<file path="src/hw/rtl/asfr_pkg.sv">
`default_nettype none

package asfr_pkg;

  localparam int MaxFrameDefault = 64;
  localparam int PayloadBytes    = 10;
  localparam int MinFrame        = 12;
  localparam int LenOffset       = 3;
  localparam int CurTempMinCount = 23;
  localparam int OutTempMinCount = 24;

  localparam logic [7:0]  PollHdrReset  = 8'h70;
  localparam logic [7:0]  CtrlHdrReset  = 8'hF0;
  localparam logic [15:0] GapReset      = 16'd20;
  localparam logic        OutsideReset  = 1'b0;
  localparam logic [7:0]  TempMissing   = 8'h80;
  localparam logic [7:0]  FanAutoCode   = 8'hA0;
  localparam int          NanoexBit     = 6;

  // Frame byte positions of the captured temperature bytes and of the payload start
  localparam int PosCurTemp  = 18;
  localparam int PosOutTemp  = 19;
  localparam int PosCurAlt   = 21;
  localparam int PosOutAlt   = 22;
  localparam int PosPayload  = 2;

  typedef enum logic [1:0] {
    RegPollHdr  = 2'd0,
    RegCtrlHdr  = 2'd1,
    RegGap      = 2'd2,
    RegOutside  = 2'd3
  } reg_idx_e;

  typedef enum logic [2:0] {
    StOk       = 3'd0,
    StShort    = 3'd1,
    StBadHdr   = 3'd2,
    StLenErr   = 3'd3,
    StSumErr   = 3'd4,
    StControl  = 3'd5,
    StTooLong  = 3'd6
  } status_e;

  typedef enum logic [2:0] {
    ClOff      = 3'd0,
    ClHeatCool = 3'd1,
    ClCool     = 3'd2,
    ClHeat     = 3'd3,
    ClDry      = 3'd4,
    ClFanOnly  = 3'd5
  } climate_e;

  typedef enum logic [2:0] {
    FanAuto    = 3'd0,
    FanL1      = 3'd1,
    FanL2      = 3'd2,
    FanL3      = 3'd3,
    FanL4      = 3'd4,
    FanL5      = 3'd5,
    FanUnknown = 3'd6
  } fan_e;

  typedef enum logic [3:0] {
    VsUnsupported = 4'd0,
    VsUp          = 4'd1,
    VsMidUp       = 4'd2,
    VsMid         = 4'd3,
    VsMidDown     = 4'd4,
    VsDown        = 4'd5,
    VsSwing       = 4'd6,
    VsAuto        = 4'd7,
    VsUnknown     = 4'd8
  } vswing_e;

  typedef enum logic [2:0] {
    HsUnsupported  = 3'd0,
    HsLeft         = 3'd1,
    HsCentreLeft   = 3'd2,
    HsCentre       = 3'd3,
    HsCentreRight  = 3'd4,
    HsRight        = 3'd5,
    HsAuto         = 3'd6,
    HsUnknown      = 3'd7
  } hswing_e;

  typedef enum logic [1:0] {
    PrNormal   = 2'd0,
    PrPowerful = 2'd1,
    PrQuiet    = 2'd2
  } preset_e;

  typedef struct packed {
    logic [7:0]  poll_hdr;
    logic [7:0]  ctrl_hdr;
    logic [15:0] gap_ticks;
    logic        outside_en;
  } cfg_t;

  typedef struct packed {
    logic                             overflow;
    logic [7:0]                       header;
    logic [7:0]                       length;
    logic [7:0]                       sum;
    logic [PayloadBytes-1:0][7:0]     payload;
    logic [3:0][7:0]                  temps;
  } frame_t;

  typedef struct packed {
    status_e            status;
    climate_e           climate;
    fan_e               fan;
    vswing_e            vswing;
    hswing_e            hswing;
    logic [1:0]         swing_sum;
    preset_e            preset;
    logic               nanoex;
    logic [7:0]         target_raw;
    logic signed [7:0]  cur_temp;
    logic signed [7:0]  out_temp;
    logic [1:0]         temp_valid;
  } result_t;

  function automatic climate_e mode_code(logic [7:0] v);
    climate_e c;
    c = ClOff;
    if (v[3:0] != 4'h0) begin
      unique case (v[7:4])
        4'h0: c = ClHeatCool;
        4'h3: c = ClCool;
        4'h4: c = ClHeat;
        4'h2: c = ClDry;
        4'h6: c = ClFanOnly;
        default: c = ClOff;
      endcase
    end
    return c;
  endfunction

  function automatic fan_e fan_code(logic [7:0] v);
    fan_e f;
    unique case (v)
      FanAutoCode: f = FanAuto;
      8'h30: f = FanL1;
      8'h40: f = FanL2;
      8'h50: f = FanL3;
      8'h60: f = FanL4;
      8'h70: f = FanL5;
      default: f = FanUnknown;
    endcase
    return f;
  endfunction

  function automatic vswing_e vert_code(logic [7:0] v);
    vswing_e s;
    unique case (v[7:4])
      4'h0: s = VsUnsupported;
      4'h1: s = VsUp;
      4'h2: s = VsMidUp;
      4'h3: s = VsMid;
      4'h4: s = VsMidDown;
      4'h5: s = VsDown;
      4'hE: s = VsSwing;
      4'hF: s = VsAuto;
      default: s = VsUnknown;
    endcase
    return s;
  endfunction

  function automatic hswing_e horiz_code(logic [7:0] v);
    hswing_e s;
    unique case (v[3:0])
      4'h0: s = HsUnsupported;
      4'h9: s = HsLeft;
      4'hA: s = HsCentreLeft;
      4'h6: s = HsCentre;
      4'hB: s = HsCentreRight;
      4'hC: s = HsRight;
      4'hD: s = HsAuto;
      default: s = HsUnknown;
    endcase
    return s;
  endfunction

  function automatic preset_e preset_code(logic [7:0] v);
    preset_e p;
    unique case (v[3:0])
      4'h2: p = PrPowerful;
      4'h4: p = PrQuiet;
      default: p = PrNormal;
    endcase
    return p;
  endfunction

endpackage

`default_nettype wire

</file>
<file path="src/hw/rtl/asfr_regs.sv">
`default_nettype none

module asfr_regs (
  input  wire logic                clk_i,
  input  wire logic                rst_ni,
  input  wire logic                psel,
  input  wire logic                penable,
  input  wire logic                pwrite,
  input  wire logic [3:0]          paddr,
  input  wire logic [31:0]         pwdata,
  output logic [31:0]              prdata,
  output logic                     pready,
  output asfr_pkg::cfg_t           cfg_o
);

  asfr_pkg::cfg_t   cfg_q, cfg_d;
  asfr_pkg::reg_idx_e idx;
  logic             wr_en;

  assign idx    = asfr_pkg::reg_idx_e'(paddr[3:2]);
  assign pready = 1'b1;
  assign wr_en  = psel && penable && pwrite;

  always_comb begin
    cfg_d = cfg_q;
    if (wr_en) begin
      unique case (idx)
        asfr_pkg::RegPollHdr: cfg_d.poll_hdr   = pwdata[7:0];
        asfr_pkg::RegCtrlHdr: cfg_d.ctrl_hdr   = pwdata[7:0];
        asfr_pkg::RegGap:     cfg_d.gap_ticks  = pwdata[15:0];
        asfr_pkg::RegOutside: cfg_d.outside_en = pwdata[0];
        default: cfg_d = cfg_q;
      endcase
    end
  end

  always_comb begin
    unique case (idx)
      asfr_pkg::RegPollHdr: prdata = {24'd0, cfg_q.poll_hdr};
      asfr_pkg::RegCtrlHdr: prdata = {24'd0, cfg_q.ctrl_hdr};
      asfr_pkg::RegGap:     prdata = {16'd0, cfg_q.gap_ticks};
      asfr_pkg::RegOutside: prdata = {31'd0, cfg_q.outside_en};
      default: prdata = 32'd0;
    endcase
  end

  always_ff @(posedge clk_i or negedge rst_ni) begin
    if (!rst_ni) begin
      cfg_q.poll_hdr   <= asfr_pkg::PollHdrReset;
      cfg_q.ctrl_hdr   <= asfr_pkg::CtrlHdrReset;
      cfg_q.gap_ticks  <= asfr_pkg::GapReset;
      cfg_q.outside_en <= asfr_pkg::OutsideReset;
    end else begin
      cfg_q <= cfg_d;
    end
  end

  assign cfg_o = cfg_q;

endmodule

`default_nettype wire

</file>
<file path="src/hw/rtl/asfr_frame.sv">
`default_nettype none

module asfr_frame #(
  parameter int MAX_FRAME = asfr_pkg::MaxFrameDefault,
  localparam int CntW     = $clog2(MAX_FRAME + 1)
) (
  input  wire logic              clk_i,
  input  wire logic              rst_ni,
  input  wire logic              in_valid_i,
  output logic                   in_stall_o,
  input  wire logic              mode_i,
  input  wire logic [7:0]        rx_byte_i,
  input  wire logic              out_free_i,
  input  wire logic [15:0]       gap_ticks_i,
  output logic                   end_o,
  output logic [CntW-1:0]        count_o,
  output asfr_pkg::frame_t       frame_o
);

  logic              in_vld_q, in_vld_d;
  logic              in_mode_q;
  logic [7:0]        in_byte_q;
  logic              accept, fire, take_byte, take_tick;

  logic [CntW-1:0]   count_q, count_d;
  logic [15:0]       idle_q, idle_d;
  logic              ovf_q, ovf_d;
  logic [7:0]        sum_q, sum_d;
  logic              full;

  logic [7:0]                            header_q, length_q;
  logic [asfr_pkg::PayloadBytes-1:0][7:0] payload_q;
  logic [3:0][7:0]                       temps_q;

  assign in_stall_o = in_vld_q && !out_free_i;
  assign accept     = in_valid_i && !in_stall_o;
  assign fire       = in_vld_q && out_free_i;
  assign take_byte  = fire && !in_mode_q;
  assign take_tick  = fire && in_mode_q && ((count_q != '0) || ovf_q);
  assign end_o      = take_tick && (idle_q >= gap_ticks_i);
  assign full       = count_q >= CntW'(MAX_FRAME);

  always_comb begin
    in_vld_d = in_vld_q;
    if (accept) begin
      in_vld_d = 1'b1;
    end else if (fire) begin
      in_vld_d = 1'b0;
    end
  end

  always_comb begin
    count_d = count_q;
    idle_d  = idle_q;
    ovf_d   = ovf_q;
    sum_d   = sum_q;
    if (take_byte) begin
      idle_d = '0;
      if (full) begin
        ovf_d = 1'b1;
      end else begin
        sum_d   = sum_q + in_byte_q;
        count_d = count_q + CntW'(1);
      end
    end else if (end_o) begin
      count_d = '0;
      idle_d  = '0;
      ovf_d   = 1'b0;
      sum_d   = '0;
    end else if (take_tick) begin
      idle_d = idle_q + 16'd1;
    end
  end

  always_ff @(posedge clk_i or negedge rst_ni) begin
    if (!rst_ni) begin
      in_vld_q <= 1'b0;
      count_q  <= '0;
      idle_q   <= '0;
      ovf_q    <= 1'b0;
      sum_q    <= '0;
    end else begin
      in_vld_q <= in_vld_d;
      count_q  <= count_d;
      idle_q   <= idle_d;
      ovf_q    <= ovf_d;
      sum_q    <= sum_d;
    end
  end

  always_ff @(posedge clk_i) begin
    if (accept) begin
      in_mode_q <= mode_i;
      in_byte_q <= rx_byte_i;
    end
  end

  // Capture bytes at their fixed frame positions
  always_ff @(posedge clk_i) begin
    if (take_byte && !full) begin
      if (count_q == CntW'(0)) begin
        header_q <= in_byte_q;
      end
      if (count_q == CntW'(1)) begin
        length_q <= in_byte_q;
      end
      for (int k = 0; k < asfr_pkg::PayloadBytes; k++) begin
        if (count_q == CntW'(k + asfr_pkg::PosPayload)) begin
          payload_q[k] <= in_byte_q;
        end
      end
      if (count_q == CntW'(asfr_pkg::PosCurTemp)) begin
        temps_q[0] <= in_byte_q;
      end
      if (count_q == CntW'(asfr_pkg::PosOutTemp)) begin
        temps_q[1] <= in_byte_q;
      end
      if (count_q == CntW'(asfr_pkg::PosCurAlt)) begin
        temps_q[2] <= in_byte_q;
      end
      if (count_q == CntW'(asfr_pkg::PosOutAlt)) begin
        temps_q[3] <= in_byte_q;
      end
    end
  end

  assign count_o          = count_q;
  assign frame_o.overflow = ovf_q;
  assign frame_o.header   = header_q;
  assign frame_o.length   = length_q;
  assign frame_o.sum      = sum_q;
  assign frame_o.payload  = payload_q;
  assign frame_o.temps    = temps_q;

endmodule

`default_nettype wire

</file>
<file path="src/hw/rtl/asfr_decode.sv">
`default_nettype none

module asfr_decode #(
  parameter int MAX_FRAME = asfr_pkg::MaxFrameDefault,
  localparam int CntW     = $clog2(MAX_FRAME + 1)
) (
  input  wire logic              clk_i,
  input  wire logic              rst_ni,
  input  wire logic              end_i,
  input  wire logic [CntW-1:0]   count_i,
  input  wire asfr_pkg::frame_t  frame_i,
  input  wire asfr_pkg::cfg_t    cfg_i,
  input  wire logic              out_stall_i,
  output logic                   out_free_o,
  output logic                   out_valid_o,
  output asfr_pkg::result_t      result_o
);

  logic                 vld_q, vld_d;
  asfr_pkg::result_t    res_q, res_d;
  asfr_pkg::status_e    status;
  logic [7:0]           cnt8, len_exp;
  logic                 is_poll, is_ctrl;

  assign cnt8    = 8'(count_i);
  assign len_exp = cnt8 - 8'(asfr_pkg::LenOffset);
  assign is_poll = frame_i.header == cfg_i.poll_hdr;
  assign is_ctrl = frame_i.header == cfg_i.ctrl_hdr;

  always_comb begin
    priority if (frame_i.overflow || (count_i > CntW'(MAX_FRAME))) begin
      status = asfr_pkg::StTooLong;
    end else if (count_i < CntW'(asfr_pkg::MinFrame)) begin
      status = asfr_pkg::StShort;
    end else if (!is_poll && !is_ctrl) begin
      status = asfr_pkg::StBadHdr;
    end else if (frame_i.length != len_exp) begin
      status = asfr_pkg::StLenErr;
    end else if (frame_i.sum != 8'd0) begin
      status = asfr_pkg::StSumErr;
    end else if (!is_poll) begin
      status = asfr_pkg::StControl;
    end else begin
      status = asfr_pkg::StOk;
    end
  end

  always_comb begin
    res_d        = '0;
    res_d.status = status;
    if (status == asfr_pkg::StOk) begin
      res_d.climate    = asfr_pkg::mode_code(frame_i.payload[0]);
      res_d.fan        = asfr_pkg::fan_code(frame_i.payload[3]);
      res_d.vswing     = asfr_pkg::vert_code(frame_i.payload[4]);
      res_d.hswing     = asfr_pkg::horiz_code(frame_i.payload[4]);
      res_d.swing_sum  = {res_d.hswing == asfr_pkg::HsAuto, res_d.vswing == asfr_pkg::VsAuto};
      res_d.preset     = asfr_pkg::preset_code(frame_i.payload[5]);
      res_d.nanoex     = frame_i.payload[5][asfr_pkg::NanoexBit];
      res_d.target_raw = frame_i.payload[1];
      if (count_i >= CntW'(asfr_pkg::CurTempMinCount)) begin
        if (frame_i.temps[0] != asfr_pkg::TempMissing) begin
          res_d.cur_temp      = frame_i.temps[0];
          res_d.temp_valid[0] = 1'b1;
        end else if (frame_i.temps[2] != asfr_pkg::TempMissing) begin
          res_d.cur_temp      = frame_i.temps[2];
          res_d.temp_valid[0] = 1'b1;
        end
      end
      if (cfg_i.outside_en && (count_i >= CntW'(asfr_pkg::OutTempMinCount))) begin
        if (frame_i.temps[1] != asfr_pkg::TempMissing) begin
          res_d.out_temp      = frame_i.temps[1];
          res_d.temp_valid[1] = 1'b1;
        end else if (frame_i.temps[3] != asfr_pkg::TempMissing) begin
          res_d.out_temp      = frame_i.temps[3];
          res_d.temp_valid[1] = 1'b1;
        end
      end
    end
  end

  assign out_free_o = !vld_q || !out_stall_i;
  assign vld_d      = end_i || (vld_q && out_stall_i);

  always_ff @(posedge clk_i or negedge rst_ni) begin
    if (!rst_ni) begin
      vld_q <= 1'b0;
    end else begin
      vld_q <= vld_d;
    end
  end

  always_ff @(posedge clk_i) begin
    if (end_i) begin
      res_q <= res_d;
    end
  end

  assign out_valid_o = vld_q;
  assign result_o    = res_q;

endmodule

`default_nettype wire

</file>
<file path="src/hw/rtl/ac_status_frame_receiver.sv">
`default_nettype none

// Status frame receiver. Each item is either a received UART byte (mode 0) or a
// one-millisecond tick (mode 1). Bytes are gathered into a frame; when bytes are
// buffered and a tick arrives after at least gap_ticks idle ticks, the frame is
// checked and one result item gives its status and, for a good poll frame, the
// decoded payload and temperatures. An item is taken every cycle unless input is
// stalled: it passes an input register and then one processing stage into the
// result register, and input is stalled only while the result register holds an
// item that is itself stalled. Registers at byte addresses 0x0 poll header, 0x4
// control header, 0x8 gap ticks, 0xC outside sensor enable; write them only while
// the block is idle.
module ac_status_frame_receiver #(
  parameter int MAX_FRAME = asfr_pkg::MaxFrameDefault
) (
  input  wire logic         clk_i,
  input  wire logic         rst_ni,
  input  wire logic         psel,
  input  wire logic         penable,
  input  wire logic         pwrite,
  input  wire logic [3:0]   paddr,
  input  wire logic [31:0]  pwdata,
  output logic [31:0]       prdata,
  output logic              pready,
  input  wire logic         in_valid_i,
  output logic              in_stall_o,
  input  wire logic         mode_i,
  input  wire logic [7:0]   rx_byte_i,
  output logic              out_valid_o,
  input  wire logic         out_stall_i,
  output logic [2:0]        frame_status_o,
  output logic [2:0]        climate_mode_o,
  output logic [2:0]        fan_speed_o,
  output logic [3:0]        vertical_swing_o,
  output logic [2:0]        horizontal_swing_o,
  output logic [1:0]        swing_summary_o,
  output logic [1:0]        preset_o,
  output logic              nanoex_on_o,
  output logic [7:0]        target_temp_raw_o,
  output logic signed [7:0] current_temp_o,
  output logic signed [7:0] outside_temp_o,
  output logic [1:0]        temp_valid_o
);

  localparam int CntW = $clog2(MAX_FRAME + 1);

  asfr_pkg::cfg_t     cfg;
  asfr_pkg::frame_t   frame;
  asfr_pkg::result_t  result;
  logic [CntW-1:0]    count;
  logic               frame_end;
  logic               out_free;

  asfr_regs u_regs (
    .clk_i   (clk_i),
    .rst_ni  (rst_ni),
    .psel    (psel),
    .penable (penable),
    .pwrite  (pwrite),
    .paddr   (paddr),
    .pwdata  (pwdata),
    .prdata  (prdata),
    .pready  (pready),
    .cfg_o   (cfg)
  );

  asfr_frame #(
    .MAX_FRAME (MAX_FRAME)
  ) u_frame (
    .clk_i       (clk_i),
    .rst_ni      (rst_ni),
    .in_valid_i  (in_valid_i),
    .in_stall_o  (in_stall_o),
    .mode_i      (mode_i),
    .rx_byte_i   (rx_byte_i),
    .out_free_i  (out_free),
    .gap_ticks_i (cfg.gap_ticks),
    .end_o       (frame_end),
    .count_o     (count),
    .frame_o     (frame)
  );

  asfr_decode #(
    .MAX_FRAME (MAX_FRAME)
  ) u_decode (
    .clk_i       (clk_i),
    .rst_ni      (rst_ni),
    .end_i       (frame_end),
    .count_i     (count),
    .frame_i     (frame),
    .cfg_i       (cfg),
    .out_stall_i (out_stall_i),
    .out_free_o  (out_free),
    .out_valid_o (out_valid_o),
    .result_o    (result)
  );

  assign frame_status_o     = result.status;
  assign climate_mode_o     = result.climate;
  assign fan_speed_o        = result.fan;
  assign vertical_swing_o   = result.vswing;
  assign horizontal_swing_o = result.hswing;
  assign swing_summary_o    = result.swing_sum;
  assign preset_o           = result.preset;
  assign nanoex_on_o        = result.nanoex;
  assign target_temp_raw_o  = result.target_raw;
  assign current_temp_o     = result.cur_temp;
  assign outside_temp_o     = result.out_temp;
  assign temp_valid_o       = result.temp_valid;

  a_stall_only_when_full: assert property (@(posedge clk_i) disable iff (!rst_ni)
    in_stall_o |-> (out_valid_o && out_stall_i))
    else $error("input stalled while the result register can move");

  a_bad_frame_clean: assert property (@(posedge clk_i) disable iff (!rst_ni)
    (out_valid_o && (frame_status_o != asfr_pkg::StOk)) |->
      ((temp_valid_o == 2'd0) && (climate_mode_o == asfr_pkg::ClOff) &&
       (target_temp_raw_o == 8'd0)))
    else $error("decoded fields set on a rejected frame");

  a_outside_needs_enable: assert property (@(posedge clk_i) disable iff (!rst_ni)
    (out_valid_o && temp_valid_o[1]) |-> cfg.outside_en)
    else $error("outside temperature reported with sensor disabled");

  a_end_needs_room: assert property (@(posedge clk_i) disable iff (!rst_ni)
    frame_end |=> out_valid_o)
    else $error("ended frame produced no result");

endmodule

`default_nettype wire

</file>
<file path="config.mk">
export PLATFORM = sky130hd
export DESIGN_NAME = ac_status_frame_receiver
export DESIGN_NICKNAME = d
export VERILOG_FILES = /design/src/hw/rtl/asfr_pkg.sv /design/src/hw/rtl/asfr_regs.sv /design/src/hw/rtl/asfr_frame.sv /design/src/hw/rtl/asfr_decode.sv /design/src/hw/rtl/ac_status_frame_receiver.sv
export SDC_FILE = /design/constraint.sdc
export NUM_CORES = 1
export LEC_CHECK = 0
export ABC_AREA = 1
export BUFFER_PORTS_ARGS = -buffer_cell sky130_fd_sc_hd__buf_2
export CELL_PAD_IN_SITES_DETAIL_PLACEMENT = 0
export CELL_PAD_IN_SITES_GLOBAL_PLACEMENT = 2
export CORE_AREA = 2 2 168 170
export CTS_CLUSTER_DIAMETER = 120
export DETAILED_ROUTE_END_ITERATION = 12
export DIE_AREA = 0 0 170 172
export GPL_TIMING_DRIVEN = 0
export PLACE_DENSITY_LB_ADDON = 0.1
export SYNTH_ARGS = -nofsm -noshare
export SYNTH_HDL_FRONTEND = slang
export SYNTH_HIERARCHICAL = 1
export SYNTH_SLANG_ARGS = --single-unit
</file>
<file path="constraint.sdc">
create_clock -name clk_i -period 10.2 [get_ports clk_i]
set_input_delay 2.55 -clock clk_i [delete_from_list [all_inputs] [get_ports clk_i]]
set_output_delay 2.55 -clock clk_i [all_outputs]
set_load 0.01 [all_outputs]
</file>
==> results.toml <==
[drt]
drtAntennaViolNets = 0
viasPerCell = 4.48
wl_per_cell_um = 15.1
num_vias = 6788
drc = 0
dr.pass1.iters = 4
drtIter0Drc = 330
totalWireLength_mm = 22.9

[power]
power.share.sequential_pct = 44.1
ir_drop_mv = 0.120
power_density_mw_per_mm2 = 205
comb_power_share_pct = 19.3
p_sw_share_pct = 29.3
switching_power_uw = 714
p_int_mw = 1.72
clockPowerShare_pct = 36.5
p_leak_nw = 5.35

[grt]
use_met1_pct = 22.4
grtUsageMet2_pct = 27.6
grt-ovfl-total = 0
grt_use_met3_pct = 2.36
grt_max_degree = 63
busiest_layer = "met2"
first_global_vias = 6738
grt_pass1_wl_mm = 36.9
antenna_found_initial = 1
track_usage_pct = 16.3

[clock_tree]
clockBufferDepth = 3
tritoncts = "built"
cts_buffers = 25
cts.reportedPaths.clkPinSlew_ns = 0.06
clock_sinks = 208
cts_resized = 0
cts_root_buf = "clkbuf_16"
post_cts_buffers = 0
htreeDepth = 1
cts_hold_buf = 0
insertion_delay_ns = 0.53

[hold_path]
hold_depth = 2
min_path_type = "flop to flop"

[status]
status = "complete, no violations"

[flow_run]
maxCapViolations = 0

[timing]
timing.final.crit_share_pct = 60.0
finalSetupTns_ns = 0
max_slew_margin_pct = 28.5
drv_slew = 0
rsz0062_at_grt = "false"
post-route-min-period_ns = 6.12
finalHoldViolations = 0
timing.fmax_ghz = 0.163
skew_ns = 0.0104
finalSetupViolCount = 0
worst_pin_slew_ns = 1.06

[final_layout]
nets = 1234
drive_above_1_share_pct = 20.3
num_antenna_cells = 0
postLayoutCoreUtil_pct = 43.4
syn_to_final_growth_pct = 18.6

[yosys]
syn_area_mm2 = 0.0100
syn_avg_cell_area_um2 = 9.95
yosysWarnings = 6
syn_inst = 1009

[floorplanning]
start_util_pct = 36.6
dieArea_mm2 = 0.0292
dieHeight_um = 172
chipWidth_um = 170
fp-row-count = 61
ios = 134
core_area_mm2 = 0.0275

[critical_path]
worstPathRequired_ns = 7.65
max_stage_delay_ns = 0.41
crit_slowest_cell = "nor2_2"
reg2reg_depth = 9
startpoint_type = "primary input"
endpoint_kind = "output pin"
crit_fanout = 9
crit_chain = "buf_4 -> nor2_2 -> nand2_1 -> nand3_1 -> buf_2"
worstSetupPathType = "primary input to output pin"
crit_arrival_ns = 3.57

[place]
place_congestion = 0.756
detailed_place_hpwl_mm = 16.5
io_buffers = 97
## area by class of cell
cell class              count  area (µm²)
fillers                  2751       15600
flip-flops and latches    208        5920
multi-input cells         674        3500
clock buffers              32         652
repair buffers             99         536
inverters                 113         434
well taps                 346         433
plain buffers              29         255
clock inverters            14         181
## placed cells by master (no fill, tap or decap), types with 20 or more instances in the layout
cell type,instances
nor2_1,112
a21oi_1,36
inv_1,102
ha_1,31
buf_2,97
xor2_1,20
edfxtp_1,141
nand3_1,58
buf_4,21
clkbuf_16,25
nand2_1,269
dfrtp_1,58
## per-layer routing
metal,routed length (µm),vias up
li1,-,3557
met1,10800,3074
met2,10700,130
met3,960,27
met4,360,0
met5,0,-
## sequential cells by signal (all words and copies together) (netlist names), 8 cells and up
register and count:
u_regs/cfg_o 33, u_frame/length_q 8, u_frame/sum_q 8, u_frame/header_q 8, u_frame/frame_o 69, u_frame/in_byte_q 8
u_decode/result_o 47, u_frame/idle_q 16
## worst paths after layout
check	endpoint	slack, ns	from
min in group asynchronous	u_frame/sum_q[1]	1.84	rst_ni
min	u_regs/cfg_o[3]	0.48	u_regs/cfg_o[3]
max in group asynchronous	u_regs/cfg_o[23]	7.74	rst_ni
min reg2reg	u_regs/cfg_o[3]	0.48	u_regs/cfg_o[3]
max	prdata[6]	4.08	paddr[3]
max reg2reg	u_frame/frame_o[29]	7.46	u_decode/out_valid_o
## power by group through the flow
stage | sequential, mW | combinational (mW) | clock [mW]
after floorplan | 1.06 | 0.358 | 0
after global placement | 1.09 | 0.476 | 0
after detailed placement | 1.09 | 0.481 | 0
after CTS | 1.08 | 0.483 | 0.919
after global routing | 1.09 | 0.548 | 0.956
final | 1.07 | 0.472 | 0.890
## per-stage QoR
step | cell area, µm² | instances | hold slack [ns] | setup slack [ns] | power, mW
2_1_floorplan | 10100 | 1024 | 0.449 | 4.38 | 1.42
3_3_place_gp | 11000 | 1467 | 0.460 | 3.08 | 1.57
3_5_place_dp | 11100 | 1469 | 0.465 | 4.09 | 1.57
4_1_cts | 11900 | 1515 | 0.474 | 4.08 | 2.48
5_1_grt | 11900 | 1515 | 0.503 | 4.02 | 2.59
6_report | 11900 | 1515 | 0.475 | 4.08 | 2.44
## critical path: cells and delay by family
kind	cells	cell delay, ns
AND/OR/NAND/NOR	3	0.71
buffers and inverters	2	0.31
Power figures use the tool's default switching activity.
